===== config.mk =====
export PLATFORM = sky130hd
export DESIGN_NAME = eacd_front
export DESIGN_NICKNAME = d
export VERILOG_FILES = /design/src/hdl/eacd_pkg.sv /design/src/hdl/eacd_front.sv
export SDC_FILE = /design/constraint.sdc
export NUM_CORES = 1
export LEC_CHECK = 0
export BUFFER_PORTS_ARGS = -buffer_cell sky130_fd_sc_hd__buf_2
export CAP_MARGIN = 20
export CORE_MARGIN = 5
export CORE_UTILIZATION = 35
export DETAILED_ROUTE_END_ITERATION = 7
export GPL_TIMING_DRIVEN = 0
export RECOVER_POWER = 100
export SLEW_MARGIN = 20
export SYNTH_ARGS = -nofsm -noshare
export SYNTH_HDL_FRONTEND = slang
export SYNTH_SLANG_ARGS = --single-unit

===== constraint.sdc =====
create_clock -name clk -period 3.1 [get_ports clk]
set_clock_uncertainty 0.1 [all_clocks]
set_input_delay 0.155 -clock clk [delete_from_list [all_inputs] [get_ports clk]]
set_output_delay 0.155 -clock clk [all_outputs]
set_load 0.05 [all_outputs]

===== src/hdl/eacd_pkg.sv =====
`timescale 1ns / 1ps
// Shared types and constants of the arc corner detector.
// No dependencies; every other file but eacd_ram uses this package.
package eacd_pkg;

  typedef struct packed {
    logic               kind;
    logic [6:0]         pixel_x;
    logic [6:0]         pixel_y;
    logic signed [31:0] stamp;
  } in_item_t;

  typedef struct packed {
    logic is_corner;
    logic near_border;
  } out_item_t;

  typedef struct packed {
    logic [7:0] active_width;
    logic [7:0] active_height;
    logic [4:0] small_min_len;
    logic [4:0] small_max_len;
    logic [4:0] large_min_len;
    logic [4:0] large_max_len;
  } cfg_t;

  typedef enum logic [1:0] {
    CMD_WRITE,
    CMD_QUERY,
    CMD_BORDER
  } cmd_kind_t;

  typedef struct packed {
    cmd_kind_t          kind;
    logic [6:0]         pixel_x;
    logic [6:0]         pixel_y;
    logic signed [31:0] stamp;
  } cmd_t;

  typedef enum logic [2:0] {
    ST_CLEAR,
    ST_IDLE,
    ST_LOAD,
    ST_RD,
    ST_EX,
    ST_DONE
  } back_state_t;

  localparam logic       KIND_WRITE = 1'b0;

  localparam logic [2:0] REG_ACTIVE_WIDTH  = 3'd0;
  localparam logic [2:0] REG_ACTIVE_HEIGHT = 3'd1;
  localparam logic [2:0] REG_SMALL_MIN     = 3'd2;
  localparam logic [2:0] REG_SMALL_MAX     = 3'd3;
  localparam logic [2:0] REG_LARGE_MIN     = 3'd4;
  localparam logic [2:0] REG_LARGE_MAX     = 3'd5;

  localparam int         RING_DEPTH = 20;
  localparam logic [4:0] SMALL_N    = 5'd16;
  localparam logic [4:0] LARGE_N    = 5'd20;
  localparam logic [15:0] BORDER    = 16'd4;

  localparam logic signed [3:0] SMALL_DX [16] = '{
    4'sd0, 4'sd1, 4'sd2, 4'sd3, 4'sd3, 4'sd3, 4'sd2, 4'sd1,
    4'sd0, -4'sd1, -4'sd2, -4'sd3, -4'sd3, -4'sd3, -4'sd2, -4'sd1};
  localparam logic signed [3:0] SMALL_DY [16] = '{
    4'sd3, 4'sd3, 4'sd2, 4'sd1, 4'sd0, -4'sd1, -4'sd2, -4'sd3,
    -4'sd3, -4'sd3, -4'sd2, -4'sd1, 4'sd0, 4'sd1, 4'sd2, 4'sd3};
  localparam logic signed [3:0] LARGE_DX [20] = '{
    4'sd0, 4'sd1, 4'sd2, 4'sd3, 4'sd4, 4'sd4, 4'sd4, 4'sd3, 4'sd2, 4'sd1,
    4'sd0, -4'sd1, -4'sd2, -4'sd3, -4'sd4, -4'sd4, -4'sd4, -4'sd3, -4'sd2, -4'sd1};
  localparam logic signed [3:0] LARGE_DY [20] = '{
    4'sd4, 4'sd4, 4'sd3, 4'sd2, 4'sd1, 4'sd0, -4'sd1, -4'sd2, -4'sd3, -4'sd4,
    -4'sd4, -4'sd4, -4'sd3, -4'sd2, -4'sd1, 4'sd0, 4'sd1, 4'sd2, 4'sd3, 4'sd4};

endpackage


===== src/hdl/eacd_front.sv =====
`timescale 1ns / 1ps
// Front end: accepts input beats, classifies them and queues commands.
// Depends on eacd_pkg.
module eacd_front #(
  parameter int MAX_WIDTH  = 128,
  parameter int MAX_HEIGHT = 128
) (
  input  logic             clk,
  input  logic             rst_n,
  input  logic             in_valid,
  output logic             in_stall,
  input  eacd_pkg::in_item_t in_data,
  input  eacd_pkg::cfg_t   cfg,
  input  logic             clearing,
  output logic             q_valid,
  output eacd_pkg::cmd_t   q_cmd,
  input  logic             q_pop
);
  import eacd_pkg::*;

  cmd_t       q_r [2];
  logic       wr_ptr_r, rd_ptr_r;
  logic [1:0] cnt_r;
  logic       accept, push, keep;
  logic [15:0] x16, y16, w16, h16;
  cmd_t       cmd;

  always_comb begin
    x16 = 16'(in_data.pixel_x);
    y16 = 16'(in_data.pixel_y);
    w16 = (16'(cfg.active_width) > 16'(MAX_WIDTH)) ? 16'(MAX_WIDTH) : 16'(cfg.active_width);
    h16 = (16'(cfg.active_height) > 16'(MAX_HEIGHT)) ? 16'(MAX_HEIGHT)
                                                     : 16'(cfg.active_height);
    cmd.pixel_x = in_data.pixel_x;
    cmd.pixel_y = in_data.pixel_y;
    cmd.stamp   = in_data.stamp;
    if (in_data.kind == KIND_WRITE) begin
      cmd.kind = CMD_WRITE;
      keep = (32'(in_data.pixel_x) < MAX_WIDTH) && (32'(in_data.pixel_y) < MAX_HEIGHT);
    end else begin
      keep = 1'b1;
      if (x16 < BORDER || x16 + BORDER >= w16 || y16 < BORDER || y16 + BORDER >= h16) begin
        cmd.kind = CMD_BORDER;
      end else begin
        cmd.kind = CMD_QUERY;
      end
    end
  end

  assign in_stall = clearing || (cnt_r == 2'd2);
  assign accept   = in_valid && !in_stall;
  assign push     = accept && keep;
  assign q_valid  = (cnt_r != 2'd0);
  assign q_cmd    = q_r[rd_ptr_r];

  always_ff @(posedge clk) begin
    if (push) begin
      q_r[wr_ptr_r] <= cmd;
    end
  end

  always_ff @(posedge clk) begin
    if (!rst_n) begin
      wr_ptr_r <= 1'b0;
      rd_ptr_r <= 1'b0;
      cnt_r    <= 2'd0;
    end else begin
      if (push) begin
        wr_ptr_r <= ~wr_ptr_r;
      end
      if (q_pop) begin
        rd_ptr_r <= ~rd_ptr_r;
      end
      cnt_r <= cnt_r + 2'(push) - 2'(q_pop);
    end
  end

endmodule


==> results.py, run 1 <==
metrics = {
    "worst_setup_path": {
        "r2r_cells": 5,
        "arrival_ns": 2.34,
        "cp-endpoint": "q_cmd[44]",
        "crit_required_ns": 2.84,
        "worst-path-max-fanout": 10,
        "crit_chain": "clkbuf_1 -> clkbuf_1 -> mux2_2 -> buf_2",
        "path_common_cell": "clkbuf_1",
        "regToRegEndpoint": "q_r[0][37]",
        "end_kind": "primary output",
        "path_class": "flip-flop to primary output",
        "r2r-start": "cnt_r[0]",
        "critPathLaunchType": "flip-flop",
        "cpMaxStageDelayCell": "clkbuf_1",
        "max_stage_delay_ns": 0.56,
        "reg2reg_setup_slack_ns": 0.66,
    },
    "placed_design": {
        "portBuffers": 117,
        "place_congestion": 0.803,
        "dp.cells": 518,
        "placed_area_mm2": 0.00506,
        "place_hpwl_um": 5900,
    },
    "final_layout": {
        "fin_util_pct": 48.2,
        "areaGrowthSynthToFinish_pct": 35.9,
        "diodes": 0,
        "stdcell_count": 580,
        "drive_gt1_share_pct": 29.1,
        "nets": 536,
        "final_area_mm2": 0.00575,
    },
    "sta": {
        "rsz0062_at_grt": "false",
        "tightest_slew_ns": 1.30,
        "timing.final.crit_share_pct": 83.7,
        "timing.final.crit_period_ns": 2.59,
        "finalMaxSlewViolations": 0,
        "clock.fmax_mhz": 386,
        "relSlewSlack_pct": 12.9,
        "hold_viol_final": 0,
        "setup_viol": 0,
    },
    "yosys": {
        "yosysWarnings": 0,
        "post_synth_num_cell_types": 30,
        "ys_ff_latch": 101,
        "yosys.area.top_type_share_pct": 68.2,
        "syn_area_per_cell_um2": 16.8,
        "syn_inst": 252,
        "ys.flop_type": "edfxtp_1",
        "synth.most_common_cell": "edfxtp_1",
        "netlist_area_mm2": 0.00423,
        "synth_edf_count": 96,
        "synth_area_leader_cell": "edfxtp_1",
        "async_flop_share_pct": 0,
        "netlist_top_cells_count": "edfxtp_1 (96), mux2_2 (48), ha_1 (20)",
        "ys_top_cells_by_area": "edfxtp_1 (68%), mux2_2 (13%), ha_1 (5.9%)",
        "syn_nets": 360,
        "seq_area_frac_synth_pct": 70.5,
    },
    "pwr": {
        "power_leakage_nw": 2.11,
        "peakVddDrop_mv": 0.249,
        "p_total_mw": 3.48,
        "p_per_area_mw_per_mm2": 605,
    },
    "floorplanning": {
        "core_mm2": 0.0119,
        "num_rows": 40,
        "die_h_um": 120,
        "ioPinCount": 138,
        "die-area_mm2": 0.0144,
        "die_x_um": 120,
        "start_util_pct": 35.5,
    },
    "route": {
        "drt_pass1_iterations": 4,
        "via_per_inst": 4.58,
        "ant_nets": 0,
        "avgRoutedWirePerCell_um": 15.0,
        "drtIter0Drc": 162,
        "vias": 2659,
        "drt-total-wl_um": 8720,
        "drc": 0,
    },
    "hold_path": {
        "whs_path_depth": 2,
        "hold_class": "primary input to flip-flop",
    },
    "global_route": {
        "antenna_found_initial": 0,
        "grt_remaining_overflow": 0,
        "grt_usage_pct": 12.0,
        "grt_max_degree": 49,
        "grt_pass1_vias": 2712,
        "grt_pass1_wl_um": 13300,
    },
    "clock_tree": {
        "post_cts_resized": 0,
        "h-tree-depth": 3,
        "cts_tree": "built",
        "cts_buffer_depth": 2,
        "clock_sinks": 101,
        "cts_buffers": 9,
        "post_cts_buffers": 0,
        "clock-root-buffer": "clkbuf_16",
        "insertion_delay_ns": 0.34,
        "clkTransAtPathRegs_ns": 0.07,
    },
    "flow_run": {
        "cap_violations": 0,
    },
    "status": {
        "status": "completed",
    },
}
[power breakdown]
part | internal, mW | total [mW] | leakage, nW | switching (mW)
registers | 1.58 | 1.60 | 0.921 | 0.0186
logic | 0.233 | 0.699 | 1.04 | 0.466
clock network | 0.706 | 1.18 | 0.151 | 0.471
[metrics by stage]
stage                     hold WS (ns)  setup WS (ns)  setup TNS, ns
after floorplan                  0.154          0.650              0
after global placement           0.244         -0.263         -12.64
after detailed placement         0.247          0.964              0
after CTS                    0.0000868          0.758              0
after global routing            0.0664          0.343              0
final                           0.0598          0.506              0
[logic make-up after synthesis]
group / count (synthesis) / share of synthesized area [%]
xor gates and xnor gates: 9 / 1.86
adders and majority gates: 20 / 5.92
buffers and inverters: 17 / 1.60
and+or+nand+nor: 42 / 4.94
muxes: 48 / 12.8
DFF: 101 / 70.5
AOI/OAI and AO/OA: 15 / 2.37
[critical path, delay by kind of cell (launching register included)]
kind,cells,cell delay [ns]
buffers and inverters,3,1.22
DFF,1,0.35
muxes,1,0.42
[area by class of cell]
type | instances | area (um2)
Tap cell | 147 | 184
Clock buffer | 10 | 229
Multi-Input combinational cell | 134 | 1180
Fill cell | 1080 | 6160
Timing Repair Buffer | 165 | 1020
Buffer | 5 | 18.8
Sequential cell | 101 | 2980
Clock inverter | 6 | 85.1
Inverter | 12 | 45.0
[registers in the layout (all words and copies together), names as in the netlist, named ones only]
register	count
cnt_r	2
q_r	96
rd_ptr_r	1
wr_ptr_r	1
[timing repair]
action / in CTS / in global routing
hold buffers: 46 / 0
setup endpoints to repair: 0 / 0
hold endpoints to repair: 95 / 0
[worst min path at each step]
stage,from,slack (ns),endpoint
after floorplan,in_data[0],0.15,q_r[0][0]
after global placement,in_data[16],0.24,q_r[0][16]
after detailed placement,in_data[15],0.25,q_r[0][15]
after CTS,in_data[34],0.00009,q_r[0][34]
after global routing,in_data[46],0.07,q_r[0][47]
final,in_data[46],0.06,q_r[1][47]
[per-layer routing]
metal | up-vias | wire, um | global-route usage [%]
met5 | - | 0 | 0
met4 | 0 | 121 | 4.72
met3 | 11 | 503 | 3.20
met2 | 83 | 4220 | 20.1
met1 | 1256 | 3880 | 14.8
li1 | 1309 | - | -
[cells in the final DEF, fill, tap and decap left out, types with 2 or more instances in the layout]
cell type | Yosys | final
edfxtp_1 | 96 | 96
clkbuf_1 | 2 | 63
buf_2 | 3 | 60
mux2_2 | 48 | 47
dlygate4sd3_1 | 0 | 46
ha_1 | 20 | 20
nand2_1 | 16 | 16
inv_1 | 12 | 12
clkbuf_16 | 0 | 9
xnor2_1 | 6 | 6
nand3_1 | 5 | 5
dfxtp_1 | 5 | 5
nor2_1 | 4 | 4
o21ai_0 | 3 | 4
xor2_1 | 3 | 3
a21oi_1 | 3 | 3
nor2b_1 | 3 | 3
and2_0 | 0 | 3
and2_1 | 6 | 3
a211oi_1 | 2 | 2
nand4_1 | 2 | 2
o21a_1 | 2 | 2
bufinv_16 | 0 | 2
No activity file was read; power rests on OpenSTA's default activity.
==> run 2, diff against run 1 <==
==> constraint.sdc (replaced) <==
create_clock -name clk -period 2.7 [get_ports clk]
set_clock_uncertainty 0.1 [all_clocks]
set_input_delay 0.135 -clock clk [delete_from_list [all_inputs] [get_ports clk]]
set_output_delay 0.135 -clock clk [all_outputs]
set_load 0.05 [all_outputs]
==> results.py, run 2 (synthesized netlist as in run 1, its figures left out) <==
metrics = {
    "sta": {
        "setup_viol": 0,
        "clock.fmax_mhz": 411,
        "rsz0062_at_grt": "false",
        "finalMaxSlewViolations": 0,
        "holdWs_ns": 0.0243,
        "hold_viol_final": 0,
        "timing.final.crit_share_pct": 90.0,
        "relSlewSlack_pct": 19.2,
        "tightest_slew_ns": 1.21,
        "timing.final.crit_period_ns": 2.43,
    },
    "worst_setup_path": {
        "critPathLaunchType": "primary input",
        "path_class": "primary input to flip-flop",
        "arrival_ns": 2.42,
        "end_kind": "flip-flop",
        "crit_required_ns": 2.69,
        "worst-path-max-fanout": 7,
    },
    "clock_tree": {
        "hold_buffers": 47,
        "clkTransAtPathRegs_ns": 0.06,
        "cts_tree": "built",
        "clock_sinks": 101,
        "clock-root-buffer": "clkbuf_16",
        "post_cts_resized": 0,
        "post_cts_buffers": 0,
        "cts_buffers": 9,
        "cts_buffer_depth": 2,
        "h-tree-depth": 3,
        "insertion_delay_ns": 0.33,
    },
    "route": {
        "drc": 0,
        "drtIter0Drc": 160,
        "avgRoutedWirePerCell_um": 15.0,
        "vias": 2667,
        "via_per_inst": 4.59,
        "drt_pass1_iterations": 4,
        "ant_nets": 0,
        "drt-total-wl_um": 8720,
    },
    "floorplanning": {
        "die_h_um": 120,
        "start_util_pct": 35.5,
        "core_mm2": 0.0119,
        "num_rows": 40,
        "ioPinCount": 138,
        "die_x_um": 120,
        "die-area_mm2": 0.0144,
    },
    "final_layout": {
        "nets": 537,
        "mostFrequentLayoutCells": "edfxtp_1 (96), clkbuf_1 (60), mux2_2 (48)",
        "diodes": 0,
        "final_area_mm2": 0.00574,
        "areaGrowthSynthToFinish_pct": 35.7,
        "largest_register_ffs": 96,
        "regMostFlops": "q_r",
        "layout_commonest_cell": "edfxtp_1",
        "reg.largest.list": "q_r (96), cnt_r (2)",
        "drive_gt1_share_pct": 30.0,
    },
    "pwr": {
        "pwr-share-comb_pct": 19.9,
        "power.share.sequential_pct": 46.2,
        "switching_share_pct": 27.4,
        "p_per_area_mw_per_mm2": 693,
        "power_leakage_nw": 2.13,
        "peakVddDrop_mv": 0.287,
        "power.internal_mw": 2.89,
        "pwr-share-clk_pct": 33.8,
        "p_total_mw": 3.98,
        "p_switching_mw": 1.09,
    },
    "hold_path": {
        "hold_class": "primary input to flip-flop",
    },
    "global_route": {
        "grt_usage_pct": 12.0,
        "grt_pass1_vias": 2715,
        "grt_max_degree": 49,
        "grt_remaining_overflow": 0,
        "grt_pass1_wl_um": 13400,
        "antenna_found_initial": 0,
    },
    "placed_design": {
        "placed_area_mm2": 0.00506,
        "place_congestion": 0.803,
        "place_hpwl_um": 5900,
        "portBuffers": 117,
    },
    "status": {
        "status": "completed",
    },
    "flow_run": {
        "cap_violations": 0,
    },
}
[run 2: cell count changes in the layout (fill, tap and decap cells not counted), sizes merged]
| cell | delta |
|---|---|
| dlygate4sd3 | +1 |
| clkbuf | +18 |
| buf | -19 |
| dlymetal6s2s | +1 |
[run 2: routing by layer]
metal	share of wire [%]	GRT usage, %	wire length, um
met2	49	20.1	4240
met1	44	14.8	3830
met4	1.4	4.72	121
met5	0	0	0
met3	6.0	3.20	526
[run 2: final timing paths]
kind,cells past startpoint,slack [ns],to,start
setup reg to reg,5,0.40,q_r[0][10],cnt_r[0]
setup / recovery,10,0.27,q_r[0][47],in_data[34]
hold reg to reg,2,0.48,flip-flop,rd_ptr_r
hold / removal,2,0.02,q_r[1][47],in_data[46]
[run 2: cell type report]
| cell class | instances | area [um2] |
|---|---|---|
| fillers | 1080 | 6170 |
| well taps | 147 | 184 |
| repair buffers | 166 | 1000 |
| flip-flops and latches | 101 | 2980 |
| clock buffers | 10 | 229 |
| plain buffers | 5 | 21.3 |
| multi-input cells | 134 | 1190 |
| clock inverters | 6 | 85.1 |
| inverters | 12 | 45.0 |
[run 2: power groups by stage]
stage	Sequential [mW]	Clock, mW	Combinational (mW)
2_1_floorplan	1.87	0	0.561
3_3_place_gp	1.87	0	0.754
3_5_place_dp	1.87	0	0.783
4_1_cts	1.84	1.39	0.840
5_1_grt	1.85	1.46	0.854
6_report	1.84	1.35	0.793
[run 2: stage by stage]
stage	util [%]	setup WS, ns	setup TNS [ns]	std cells
2_1_floorplan	-	0.250	0	252
3_3_place_gp	42.0	-0.663	-49.52	516
3_5_place_dp	42.5	0.584	0	518
4_1_cts	49.1	0.378	0	581
5_1_grt	48.2	0.137	0	581
6_report	48.2	0.269	0	581
[run 2: worst max-delay path, stage by stage]
cell	delay, ns
dlygate4sd3_1	0.52
clkbuf_1	0.28
ha_1	0.26
nand3_1	0.10
xnor2_1	0.15
ha_1	0.31
nor2b_1	0.13
o21ai_0	0.16
nand4_1	0.16
and2_1	0.21
==> run 3, diff against run 2 <==
--- a/config.mk
+++ b/config.mk
@@ -9,6 +9,7 @@
 export CAP_MARGIN = 20
 export CORE_MARGIN = 5
 export CORE_UTILIZATION = 35
+export CTS_BUF_LIST = sky130_fd_sc_hd__clkbuf_2
 export DETAILED_ROUTE_END_ITERATION = 7
 export GPL_TIMING_DRIVEN = 0
 export RECOVER_POWER = 100
==> constraint.sdc (replaced) <==
create_clock -name clk -period 2.04 [get_ports clk]
set_clock_uncertainty 0.1 [all_clocks]
set_input_delay 0.102 -clock clk [delete_from_list [all_inputs] [get_ports clk]]
set_output_delay 0.102 -clock clk [all_outputs]
set_load 0.05 [all_outputs]
==> results.py, run 3 (synthesized netlist as in run 1, its figures left out) <==
metrics = {
    "route": {
        "drt_pass1_iterations": 4,
        "avgRoutedWirePerCell_um": 14.8,
        "drc": 0,
        "drtIter0Drc": 103,
        "drt-total-wl_um": 8700,
        "via_per_inst": 4.56,
        "vias": 2687,
        "ant_nets": 0,
    },
    "global_route": {
        "grt_pass1_wl_um": 13800,
        "grt_use_met2_pct": 20.8,
        "grt_remaining_overflow": 0,
        "antenna_found_initial": 0,
        "grt-busiest-layer": "met2",
        "grt_max_degree": 49,
        "gr-usage-met1_pct": 15.1,
        "grt_util_met3_pct": 2.59,
        "grt_pass1_vias": 2837,
        "grt_usage_pct": 12.3,
    },
    "sta": {
        "finalMaxSlewViolations": 0,
        "relSlewSlack_pct": 52.9,
        "timing.final.crit_share_pct": 96.1,
        "rsz0062_at_grt": "true",
        "timing.final.crit_period_ns": 1.96,
        "fin_tns_setup_ns": 0,
        "setup_viol": 0,
        "holdWs_ns": 0.109,
        "tightest_slew_ns": 0.706,
        "clock.fmax_mhz": 510,
        "hold_viol_final": 0,
    },
    "clock_tree": {
        "h-tree-depth": 3,
        "cts_buffers": 9,
        "insertion_delay_ns": 0.54,
        "clock-root-buffer": "clkbuf_2",
        "cts_buffer_depth": 2,
        "clock_sinks": 101,
        "cts_tree": "built",
        "clkTransAtPathRegs_ns": 0.24,
    },
    "status": {
        "status": "completed",
    },
    "placed_design": {
        "portBuffers": 117,
        "dp.cells": 518,
        "place_congestion": 0.797,
        "place_hpwl_um": 5980,
    },
    "worst_setup_path": {
        "max_stage_delay_ns": 0.54,
        "crit_chain": "dlygate4sd3_1 -> buf_4 -> ha_2 -> xor2_1 -> ha_1 -> o21a_1 -> o211ai_1 -> a31o_2 -> nand4_1 -> and2_4",
        "path_class": "primary input to flip-flop",
        "cp_num_buf_inv": 2,
        "reg2reg_setup_slack_ns": 0.15,
        "crit_required_ns": 2.27,
        "path_depth": 10,
        "arrival_ns": 2.20,
        "worst-path-max-fanout": 5,
        "end_kind": "flip-flop",
        "r2r_cells": 6,
        "critPathLaunchType": "primary input",
        "cpMaxStageDelayCell": "dlygate4sd3_1",
        "path_delay_family": "buffers and inverters",
    },
    "floorplanning": {
        "die_x_um": 120,
        "die-area_mm2": 0.0144,
        "die_h_um": 120,
        "start_util_pct": 35.5,
        "ioPinCount": 138,
        "num_rows": 40,
        "core_mm2": 0.0119,
    },
    "final_layout": {
        "reg.largest.list": "q_r (96), cnt_r (2)",
        "mostFrequentLayoutCells": "edfxtp_1 (96), buf_2 (62), dlygate4sd3_1 (51)",
        "largest_register_ffs": 96,
        "seq_area_mm2": 0.00299,
        "multi_input_area_mm2": 0.00120,
        "areaGrowthSynthToFinish_pct": 39.0,
        "drive_gt1_share_pct": 38.7,
        "layout_commonest_cell": "edfxtp_1",
        "regMostFlops": "q_r",
        "fillCellCount": 1076,
        "nets": 545,
        "stdcell_count": 589,
        "diodes": 0,
    },
    "pwr": {
        "peakVddDrop_mv": 0.247,
        "switching_share_pct": 30.7,
        "p_switching_mw": 1.40,
        "power_leakage_nw": 2.25,
        "p_per_area_mw_per_mm2": 776,
        "power.internal_mw": 3.16,
        "power.share.sequential_pct": 53.3,
        "pwr-share-clk_pct": 20.5,
        "p_total_mw": 4.56,
        "pwr-share-comb_pct": 26.2,
    },
    "hold_path": {
        "whs_path_depth": 6,
        "hold_class": "primary input to flip-flop",
    },
    "flow_run": {
        "cap_violations": 0,
    },
}
-- run 3: cell count changes in the layout (fill, tap and decap cells not counted), sizes merged --
cell / before / now
dlymetal6s2s: 1 / 0
buf: 43 / 93
bufinv: 2 / 1
dlygate4sd3: 47 / 51
clkinv: 2 / 4
inv: 13 / 12
clkbuf: 90 / 45
-- run 3: cell type report --
cell class / instances / share of cell area, %
Inverter: 12 / 0.766
Buffer: 5 / 1.28
Tap cell: 147 / 3.13
Multi-Input combinational cell: 134 / 20.4
Clock buffer: 10 / 0.851
Timing Repair Buffer: 174 / 21.7
Clock inverter: 6 / 1.09
Sequential cell: 101 / 50.8
-- run 3: worst register-to-register path, stage by stage (launching register included) --
cell and delay (ns):
dfxtp_1 0.40, inv_1 0.05, a21oi_1 0.22, nand2_1 0.13
nor2_1 0.31, buf_16 0.20, buf_6 0.23
-- run 3: per-layer routing --
| metal | routed length, um | vias to the layer above |
|---|---|---|
| met5 | 0 | - |
| met4 | 174 | 0 |
| met3 | 458 | 13 |
| met2 | 4160 | 86 |
| met1 | 3910 | 1265 |
| li1 | - | 1323 |
-- run 3: per-stage QoR --
stage,worst slack (ns),instance area [um2],utilization [%]
6_report,0.0786,5880,49.4
5_1_grt,-0.0156,5880,49.4
3_3_place_gp,-0.393,5010,42.0
3_5_place_dp,-0.0631,5070,42.5
4_1_cts,0.000617,5870,49.3
2_1_floorplan,0.114,4240,-
-- run 3: path summary, 6_finish.rpt --
kind                             startpoint          to
worst min register to register     rd_ptr_r    rd_ptr_r
worst max-delay path            in_data[41]  q_r[1][47]
worst min-delay path               clearing    cnt_r[1]
worst max register to register     cnt_r[0]  q_r[0][43]
-- run 3: timing repair --
action	4_1_cts	5_1_grt
pin swaps	1	2
endpoints found under the setup margin	67	39
gates resized for setup	56	11
setup buffers	1	3
hold buffers	51	0
endpoints found under the hold margin	101	0
-- run 3: power groups by stage --
stage / Sequential, mW / Clock, mW / Combinational [mW]
2_1_floorplan: 2.47 / 0 / 0.744
3_3_place_gp: 2.48 / 0 / 0.995
3_5_place_dp: 2.48 / 0 / 1.04
4_1_cts: 2.43 / 0.973 / 1.20
5_1_grt: 2.44 / 1.05 / 1.28
6_report: 2.43 / 0.933 / 1.20
